[src/hdl/msun_pkg.sv]
// Types, constants and the microcode program of the memory size unit normalizer.
// No dependencies; used by the sequencer, the top level and the checker.
package msun_pkg;

  localparam int unsigned UNIT_SHIFT = 10;
  localparam int unsigned UNIT_STEP  = 1 << UNIT_SHIFT;
  localparam int unsigned WORD_W     = 32;

  // Divider: restoring, one quotient bit per step
  localparam int unsigned DIVISOR_W  = UNIT_SHIFT + 1;
  localparam int unsigned PER_STEPS  = UNIT_SHIFT + 1;
  localparam int unsigned CNT_STEPS  = WORD_W;
  localparam int unsigned LOOP_W     = $clog2(CNT_STEPS + 1);
  localparam logic [WORD_W-1:0] PER_DIVIDEND =
    WORD_W'(UNIT_STEP) << (WORD_W - PER_STEPS);

  typedef enum logic [1:0] {
    UNIT_BYTE = 2'd0,
    UNIT_KIB  = 2'd1,
    UNIT_MIB  = 2'd2,
    UNIT_GIB  = 2'd3
  } size_unit_t;

  typedef enum logic [3:0] {
    OP_NOP,
    OP_LOAD,
    OP_MUL_TOTAL,
    OP_SET_KIB,
    OP_DIV_PER_INIT,
    OP_DIV_STEP,
    OP_DIV_CNT_INIT,
    OP_DIV_DONE,
    OP_MUL_SCALE,
    OP_NORM,
    OP_EMIT
  } op_t;

  typedef enum logic [3:0] {
    COND_NEVER,
    COND_ALWAYS,
    COND_NO_INPUT,
    COND_ZERO_SIZE,
    COND_NO_OVF,
    COND_BIG_BLOCK,
    COND_LOOP_BUSY,
    COND_NORM_MORE,
    COND_OUT_BUSY
  } cond_t;

  localparam int unsigned PC_W = 4;
  typedef logic [PC_W-1:0] pc_t;

  // Program addresses
  localparam pc_t STEP_IDLE      = 4'd0;
  localparam pc_t STEP_TOTAL     = 4'd1;
  localparam pc_t STEP_OVF_CHECK = 4'd2;
  localparam pc_t STEP_KIB       = 4'd3;
  localparam pc_t STEP_PER_INIT  = 4'd4;
  localparam pc_t STEP_PER_DIV   = 4'd5;
  localparam pc_t STEP_CNT_INIT  = 4'd6;
  localparam pc_t STEP_CNT_DIV   = 4'd7;
  localparam pc_t STEP_DIV_DONE  = 4'd8;
  localparam pc_t STEP_SCALE     = 4'd9;
  localparam pc_t STEP_NORM      = 4'd10;
  localparam pc_t STEP_WAIT_OUT  = 4'd11;
  localparam pc_t STEP_EMIT      = 4'd12;

  typedef struct packed {
    op_t   op;
    cond_t cond;
    pc_t   target;
  } ctl_word_t;

  typedef struct packed {
    logic in_valid;
    logic zero_size;
    logic no_ovf;
    logic big_block;
    logic loop_busy;
    logic norm_more;
    logic out_busy;
  } seq_status_t;

  // Control store: jump to target when the condition holds, else fall through
  function automatic ctl_word_t ucode_rom(pc_t addr);
    ctl_word_t cw;
    unique case (addr)
      STEP_IDLE:      cw = '{OP_LOAD,         COND_NO_INPUT,  STEP_IDLE};
      STEP_TOTAL:     cw = '{OP_MUL_TOTAL,    COND_ZERO_SIZE, STEP_WAIT_OUT};
      STEP_OVF_CHECK: cw = '{OP_NOP,          COND_NO_OVF,    STEP_NORM};
      STEP_KIB:       cw = '{OP_SET_KIB,      COND_BIG_BLOCK, STEP_SCALE};
      STEP_PER_INIT:  cw = '{OP_DIV_PER_INIT, COND_NEVER,     STEP_IDLE};
      STEP_PER_DIV:   cw = '{OP_DIV_STEP,     COND_LOOP_BUSY, STEP_PER_DIV};
      STEP_CNT_INIT:  cw = '{OP_DIV_CNT_INIT, COND_NEVER,     STEP_IDLE};
      STEP_CNT_DIV:   cw = '{OP_DIV_STEP,     COND_LOOP_BUSY, STEP_CNT_DIV};
      STEP_DIV_DONE:  cw = '{OP_DIV_DONE,     COND_ALWAYS,    STEP_NORM};
      STEP_SCALE:     cw = '{OP_MUL_SCALE,    COND_NEVER,     STEP_IDLE};
      STEP_NORM:      cw = '{OP_NORM,         COND_NORM_MORE, STEP_NORM};
      STEP_WAIT_OUT:  cw = '{OP_NOP,          COND_OUT_BUSY,  STEP_WAIT_OUT};
      STEP_EMIT:      cw = '{OP_EMIT,         COND_ALWAYS,    STEP_IDLE};
      default:        cw = '{OP_NOP,          COND_ALWAYS,    STEP_IDLE};
    endcase
    return cw;
  endfunction

endpackage

[src/hdl/msun_in_if.sv]
// Input channel of the memory size unit normalizer: block count and block size.
// No dependencies.
interface msun_in_if;
  logic        valid;
  logic        ready;
  logic [31:0] block_count;
  logic [31:0] block_size;

  modport source (output valid, output block_count, output block_size, input ready);
  modport sink   (input valid, input block_count, input block_size, output ready);
endinterface

[src/hdl/msun_out_if.sv]
// Result channel of the memory size unit normalizer.
// No dependencies.
interface msun_out_if;
  logic        valid;
  logic        ready;
  logic [1:0]  size_unit;
  logic [11:0] whole_count;
  logic [9:0]  fraction;
  logic        size_error;

  modport source (output valid, output size_unit, output whole_count,
                  output fraction, output size_error, input ready);
  modport sink   (input valid, input size_unit, input whole_count,
                  input fraction, input size_error, output ready);
endinterface

[src/hdl/msun_seq.sv]
// Microcode sequencer: step counter, control store and conditional jumps.
// Depends on msun_pkg.
module msun_seq
  import msun_pkg::*;
(
  input  logic        clk,
  input  logic        rst,
  input  seq_status_t status,
  output ctl_word_t   ctl
);

  pc_t  pc;
  pc_t  pc_next;
  logic jump;

  // Fetch the current control word
  assign ctl = ucode_rom(pc);

  // Evaluate the jump condition
  always_comb begin
    unique case (ctl.cond)
      COND_NEVER:     jump = 1'b0;
      COND_ALWAYS:    jump = 1'b1;
      COND_NO_INPUT:  jump = !status.in_valid;
      COND_ZERO_SIZE: jump = status.zero_size;
      COND_NO_OVF:    jump = status.no_ovf;
      COND_BIG_BLOCK: jump = status.big_block;
      COND_LOOP_BUSY: jump = status.loop_busy;
      COND_NORM_MORE: jump = status.norm_more;
      COND_OUT_BUSY:  jump = status.out_busy;
      default:        jump = 1'b1;
    endcase
  end

  // Jump or fall through
  assign pc_next = jump ? ctl.target : pc + pc_t'(1);

  always_ff @(posedge clk) begin
    if (rst) begin
      pc <= STEP_IDLE;
    end else begin
      pc <= pc_next;
    end
  end

endmodule

[src/hdl/memory_size_unit_normalizer_core.sv]
// Paths: a zero block size, a byte total that fits in 32 bits, an overflowing total with
// a block of 1 KiB or more, and a count divided in KiB (11 divider steps for 1024/size,
// 32 for the count). A new result waits in STEP_WAIT_OUT while the last is not taken.
// One transaction at a time: input is taken only in the idle step; a waiting result does
// not block the next input. Synchronous reset returns the sequencer to idle and
// empties the output register.
module memory_size_unit_normalizer_core
  import msun_pkg::*;
(
  input  logic        clk,
  input  logic        rst,
  msun_in_if.sink     blocks,
  msun_out_if.source  result
);

  ctl_word_t   ctl;
  seq_status_t status;

  // Operand and working registers
  logic [WORD_W-1:0]    cnt;
  logic [WORD_W-1:0]    bsz;
  logic [WORD_W-1:0]    acc;
  logic [UNIT_SHIFT-1:0] frac;
  size_unit_t           unit;
  logic                 ovf;
  logic [WORD_W-1:0]    dq;
  logic [DIVISOR_W-1:0] rem;
  logic [DIVISOR_W-1:0] divisor;
  logic [LOOP_W-1:0]    loop;

  // Output register
  logic        out_valid;
  size_unit_t  out_unit;
  logic [11:0] out_whole;
  logic [9:0]  out_frac;
  logic        out_error;

  logic [WORD_W-1:0]   mul_b;
  logic [2*WORD_W-1:0] prod;
  logic [DIVISOR_W:0]  rem_sh;
  logic                q_bit;
  logic [DIVISOR_W:0]  rem_new;

  msun_seq u_seq (
    .clk    (clk),
    .rst    (rst),
    .status (status),
    .ctl    (ctl)
  );

  // Shared multiplier: full byte total or count times size in KiB
  assign mul_b = (ctl.op == OP_MUL_SCALE) ?
                 {{UNIT_SHIFT{1'b0}}, bsz[WORD_W-1:UNIT_SHIFT]} : bsz;
  assign prod  = cnt * mul_b;

  // One restoring division step
  assign rem_sh  = {rem, dq[WORD_W-1]};
  assign q_bit   = rem_sh >= {1'b0, divisor};
  assign rem_new = q_bit ? rem_sh - {1'b0, divisor} : rem_sh;

  // Status back to the sequencer
  assign status.in_valid  = blocks.valid;
  assign status.zero_size = (bsz == '0);
  assign status.no_ovf    = !ovf;
  assign status.big_block = |bsz[WORD_W-1:UNIT_SHIFT];
  assign status.loop_busy = (loop != LOOP_W'(1));
  assign status.norm_more = (acc >= WORD_W'(UNIT_STEP)) && (unit != UNIT_GIB);
  assign status.out_busy  = out_valid && !result.ready;

  assign blocks.ready = (ctl.op == OP_LOAD);

  // Datapath registers, driven by the control word
  always_ff @(posedge clk) begin
    unique case (ctl.op)
      OP_LOAD: begin
        if (blocks.valid) begin
          cnt <= blocks.block_count;
          bsz <= blocks.block_size;
        end
      end
      OP_MUL_TOTAL: begin
        acc  <= prod[WORD_W-1:0];
        ovf  <= |prod[2*WORD_W-1:WORD_W];
        unit <= UNIT_BYTE;
        frac <= '0;
      end
      OP_SET_KIB: begin
        unit <= UNIT_KIB;
        frac <= '0;
      end
      OP_DIV_PER_INIT: begin
        dq      <= PER_DIVIDEND;
        rem     <= '0;
        divisor <= {1'b0, bsz[UNIT_SHIFT-1:0]};
        loop    <= LOOP_W'(PER_STEPS);
      end
      OP_DIV_STEP: begin
        dq   <= {dq[WORD_W-2:0], q_bit};
        rem  <= rem_new[DIVISOR_W-1:0];
        loop <= loop - LOOP_W'(1);
      end
      OP_DIV_CNT_INIT: begin
        divisor <= dq[DIVISOR_W-1:0];
        dq      <= cnt;
        rem     <= '0;
        loop    <= LOOP_W'(CNT_STEPS);
      end
      OP_DIV_DONE: begin
        acc  <= dq;
        frac <= rem[UNIT_SHIFT-1:0];
      end
      OP_MUL_SCALE: begin
        acc <= prod[WORD_W-1:0];
      end
      OP_NORM: begin
        if (status.norm_more) begin
          frac <= acc[UNIT_SHIFT-1:0];
          acc  <= acc >> UNIT_SHIFT;
          unit <= size_unit_t'(unit + 2'd1);
        end
      end
      OP_NOP, OP_EMIT: begin
      end
      default: begin
      end
    endcase
  end

  // Output register: load on emit, drop when the transaction completes
  always_ff @(posedge clk) begin
    if (rst) begin
      out_valid <= 1'b0;
    end else if (ctl.op == OP_EMIT) begin
      out_valid <= 1'b1;
    end else if (result.ready) begin
      out_valid <= 1'b0;
    end
  end

  always_ff @(posedge clk) begin
    if (ctl.op == OP_EMIT) begin
      out_unit  <= unit;
      out_whole <= acc[11:0];
      out_frac  <= frac;
      out_error <= (bsz == '0);
    end
  end

  assign result.valid       = out_valid;
  assign result.size_unit   = out_unit;
  assign result.whole_count = out_whole;
  assign result.fraction    = out_frac;
  assign result.size_error  = out_error;

endmodule

[src/flat_wrapper.sv]
// flat-port wrapper written by rule: the top's interface ports become plain ports
module memory_size_unit_normalizer_core_flat import msun_pkg::*;
  (clk, rst, blocks_valid, blocks_block_count, blocks_block_size, blocks_ready, result_valid, result_size_unit, result_whole_count, result_fraction, result_size_error, result_ready);
  msun_in_if blocks_i ();
  msun_out_if result_i ();
  input  logic clk;
  input  logic rst;
  input wire logic [$bits(blocks_i.valid)-1:0] blocks_valid;
  input wire logic [$bits(blocks_i.block_count)-1:0] blocks_block_count;
  input wire logic [$bits(blocks_i.block_size)-1:0] blocks_block_size;
  output wire logic [$bits(blocks_i.ready)-1:0] blocks_ready;
  output wire logic [$bits(result_i.valid)-1:0] result_valid;
  output wire logic [$bits(result_i.size_unit)-1:0] result_size_unit;
  output wire logic [$bits(result_i.whole_count)-1:0] result_whole_count;
  output wire logic [$bits(result_i.fraction)-1:0] result_fraction;
  output wire logic [$bits(result_i.size_error)-1:0] result_size_error;
  input wire logic [$bits(result_i.ready)-1:0] result_ready;
  assign blocks_i.valid = blocks_valid;
  assign blocks_i.block_count = blocks_block_count;
  assign blocks_i.block_size = blocks_block_size;
  assign blocks_ready = blocks_i.ready;
  assign result_valid = result_i.valid;
  assign result_size_unit = result_i.size_unit;
  assign result_whole_count = result_i.whole_count;
  assign result_fraction = result_i.fraction;
  assign result_size_error = result_i.size_error;
  assign result_i.ready = result_ready;
  memory_size_unit_normalizer_core u_core (.clk(clk), .rst(rst), .blocks(blocks_i), .result(result_i));
endmodule
[config.mk]
export PLATFORM = sky130hd
export DESIGN_NAME = memory_size_unit_normalizer_core_flat
export DESIGN_NICKNAME = d
export VERILOG_FILES = /design/src/hdl/msun_pkg.sv /design/src/hdl/msun_in_if.sv /design/src/hdl/msun_out_if.sv /design/src/hdl/msun_seq.sv /design/src/hdl/memory_size_unit_normalizer_core.sv /design/src/flat_wrapper.sv
export SDC_FILE = /design/constraint.sdc
export NUM_CORES = 2
export LEC_CHECK = 0
export BUFFER_PORTS_ARGS = -buffer_cell sky130_fd_sc_hd__buf_2
export CORE_AREA = 3 3 417 419
export CTS_CLUSTER_SIZE = 24
export DETAILED_ROUTE_END_ITERATION = 8
export DIE_AREA = 0 0 420 422
export PLACE_DENSITY = 0.47
export SYNTH_ARGS = -nofsm -noshare
export SYNTH_HDL_FRONTEND = slang
export SYNTH_HIERARCHICAL = 1
export SYNTH_SLANG_ARGS = --single-unit
[constraint.sdc]
create_clock -name clk -period 22.9 [get_ports clk]
set_input_delay 4.58 -clock clk [delete_from_list [all_inputs] [get_ports clk]]
set_output_delay 4.58 -clock clk [all_outputs]
set_load 0.005 [all_outputs]
==> qor.yml <==
status:
  status: "completed"
detailed_routing:
  drc: 0
  wl_per_cell_um: 22.0
  drt-total-wl_um: 142000
  antenna_left: 0
  vias_per_cell: 4.67
  num_vias: 30200
  dr.first_iter.drc_count: 2138
  dr.pass1.iters: 6
synth:
  synth_top_area_share_pct: 42.2
  syn_inst: 4271
  yosys_register_bits: 211
  synthMostInstantiatedCell: "fa_1"
  synthArstFlopShare_pct: 0
  yosysTopAreaCell: "fa_1"
  ys_types: 97
  synth_area_mm2: 0.0425
  yosysSeqAreaShare_pct: 14.5
  ys.flop_type: "edfxtp_1"
  synth_edf_count: 194
  synth_area_leaders: "fa_1 42%, edfxtp_1 14%, and2_1 8.8%"
  yosys_warnings: 6
  synthTopCellsByCount: "897 x fa_1, 717 x inv_1, 597 x and2_1, 520 x nand2_1, 284 x ha_1"
  synth.net_count: 5520
  synth_area_per_cell_um2: 9.96
cts:
  cts_sinks: 211
  cts_tree: "yes"
  clk_pin_slew_worst_paths_ps: 60
  cts_resized: 0
  clockRootBuffer: "clkbuf_16"
  htreeDepth: 1
  clockBufferDepth: 3
  cts_made_buffers: 24
  holdBufCountCts: 0
  post_cts.repair.setup_buffers: 0
  worstSkewPairLatency_ps: 540
timing:
  max-slew-margin-rel_pct: 18.0
  layout_min_cycle_time_ps: 11220
  drv_slew: 0
  setup_tns_ps: 0
  timing.final.crit_share_pct: 49.0
  setup_viol: 0
  max_freq_mhz: 89.1
  worst_slew_pin_slew_ps: 1220
  hold_viol: 0
  rsz0062_at_grt: "false"
  fin_skew_ps: 18.4
cells_and_area:
  register_area_mm2: 0.00617
  fin_cells: 6465
  fin_util_pct: 27.0
  nNetsFinal: 5457
  fillers: 18100
  syn_to_final_growth_pct: 8.51
  drive_gt1_share_pct: 7.12
  multi_input_area_mm2: 0.0327
placement:
  dpl.cell_count: 6415
  gp_congestion: 0.863
  portBuffers: 94
  place_hpwl_um: 104000
floorplan:
  dieHeight_um: 422
  core_mm2: 0.171
  boundaryPins: 95
  fp.dieW_um: 420
  initial_utilization_pct: 24.9
  row_count: 152
  dieArea_mm2: 0.177
job:
  drv_cap: 0
worst_setup_path:
  path_buf_inv: 2
  max_stage_delay_ps: 1050
  slowest_stage: "o41ai_2"
  crit_required_ps: 23170
  critical_path.max_fanout: 34
  cp_common_cell: "fa_1"
  start_kind: "flop"
  crit_chain: "nand2b_1 -> nor3_2 -> buf_4 -> mux2_2 -> nand2_1 -> fa_1 -> fa_1 -> fa_1 -> fa_1 -> fa_1 -> fa_1 -> fa_1 -> fa_1 -> inv_1 -> ha_1 -> and3_1 -> nor4b_4 -> nand3_1 -> o41ai_2 -> o221a_2 -> o32ai_1 -> or4_1 -> or4_1 -> or4_1"
  worst-setup-path-type: "reg2reg"
  end_kind: "flop"
  r2r_cells: 24
  reg2reg_slack_ps: 11680
  cpLargestDelayFamily: "adder cells"
  crit_start: "u_core/u_seq/ctl[10]"
  cp.arrival_ps: 11490
  rr_startpoint: "u_core/u_seq/ctl[10]"
  timing.rr.end: "u_core/ovf"
grt:
  grt_pass1_wl_um: 216000
  first_global_vias: 32900
  grt_max_degree: 65
  antenna_found_initial: 9
  grt_util_all_layers_pct: 16.2
  grt_remaining_overflow: 0
hold_path:
  hold_end: "u_core/result.fraction[6]"
  hp-class: "reg2reg"
  hold_depth: 0
  worstHoldStart: "u_core/frac[6]"
==> metrics by stage <==
| step | setup WS, ps | area, µm² | hold slack, ps |
|---|---|---|---|
| finish | 11680 | 46100 | 419 |
| CTS | 11770 | 46100 | 421 |
| floorplan | 13310 | 42500 | 400 |
| global placement | 11490 | 45300 | 404 |
| detailed placement | 11810 | 45300 | 407 |
| global route | 11350 | 46100 | 426 |
==> layout by cell type (no fill, tap or decap), types with 7 or more instances in the layout <==
master     instances
a211oi_1          13
a21o_1            25
a21oi_1           86
a22o_1            40
a22oi_1           17
a31oi_1            7
and2_1           595
and3_1             7
buf_2             95
buf_4             70
clkbuf_16         25
clkinv_2           7
dfxtp_1           17
edfxtp_1         194
fa_1             897
ha_1             284
inv_1            717
mux2_2            34
mux2i_1           19
nand2_1          520
nand2b_1          15
nand3_1           20
nand4_1           27
nor2_1            99
nor2b_1           17
nor2b_2           10
nor3_1            21
nor3b_1            9
nor4_1            18
o211ai_1           9
o21a_1            14
o21ai_0           82
o31ai_1            9
or4_1              8
xnor2_1           34
xor2_1            23
==> sequential cells by signal, indices dropped and copies added (netlist names), 11 cells and up <==
| register | cells |
|---|---|
| u_core/bsz | 32 |
| u_core/divisor | 11 |
| u_core/result.whole_count | 12 |
| u_core/u_seq/ctl | 12 |
| u_core/cnt | 32 |
| u_core/dq | 32 |
| u_core/acc | 32 |
| u_core/rem | 11 |
==> metal layers <==
metal	vias to the layer above	share of wire (%)	track usage (%)
met5	-	0	0
met4	0	3.2	4.29
met3	199	5.4	1.76
met2	922	48	27.1
met1	16000	43	22.1
li1	13100	-	-
==> logic make-up after synthesis <==
| group | after synthesis | share of synthesized area, % |
|---|---|---|
| fa+ha+maj | 1181 | 50.6 |
| buf+inv | 974 | 8.80 |
| xor+xnor | 57 | 1.17 |
| simple gates | 1398 | 17.0 |
| mux | 56 | 1.47 |
| compound gates | 394 | 6.49 |
| flops | 211 | 14.5 |
==> worst max-delay path by stage <==
stage / to / slack [ps] / cells past startpoint
after floorplan: u_core/ovf / 13310 / 29
after global placement: u_core/ovf / 11490 / 25
after detailed placement: u_core/ovf / 11810 / 24
after CTS: u_core/ovf / 11770 / 24
after global routing: u_core/ovf / 11350 / 24
final: u_core/ovf / 11680 / 24
==> cell type report <==
| type | instances | share of cell area [%] |
|---|---|---|
| multi-input cells | 3086 | 70.8 |
| flip-flops and latches | 211 | 13.4 |
| well taps | 2233 | 6.06 |
| inverters | 720 | 5.86 |
| repair buffers | 165 | 2.17 |
| clock buffers | 31 | 1.45 |
| clock inverters | 13 | 0.236 |
| diodes | 6 | 0.0325 |
==> worst register-to-register path, cell delays in order, from the launching register on <==
cell and delay [ps]:
dfxtp_1 370, nand2b_1 240, nor3_2 160, buf_4 480, mux2_2 910, nand2_1 210, fa_1 540, fa_1 580
fa_1 460, fa_1 620, fa_1 460, fa_1 540, fa_1 440, fa_1 490, inv_1 40, ha_1 540
and3_1 280, nor4b_4 300, nand3_1 350, o41ai_2 1050, o221a_2 350, o32ai_1 80, or4_1 540, or4_1 520
or4_1 410
Power is left out: the tool's default activity adds up to more than one toggle a clock period on the data nets, which glitch-free logic cannot reach.
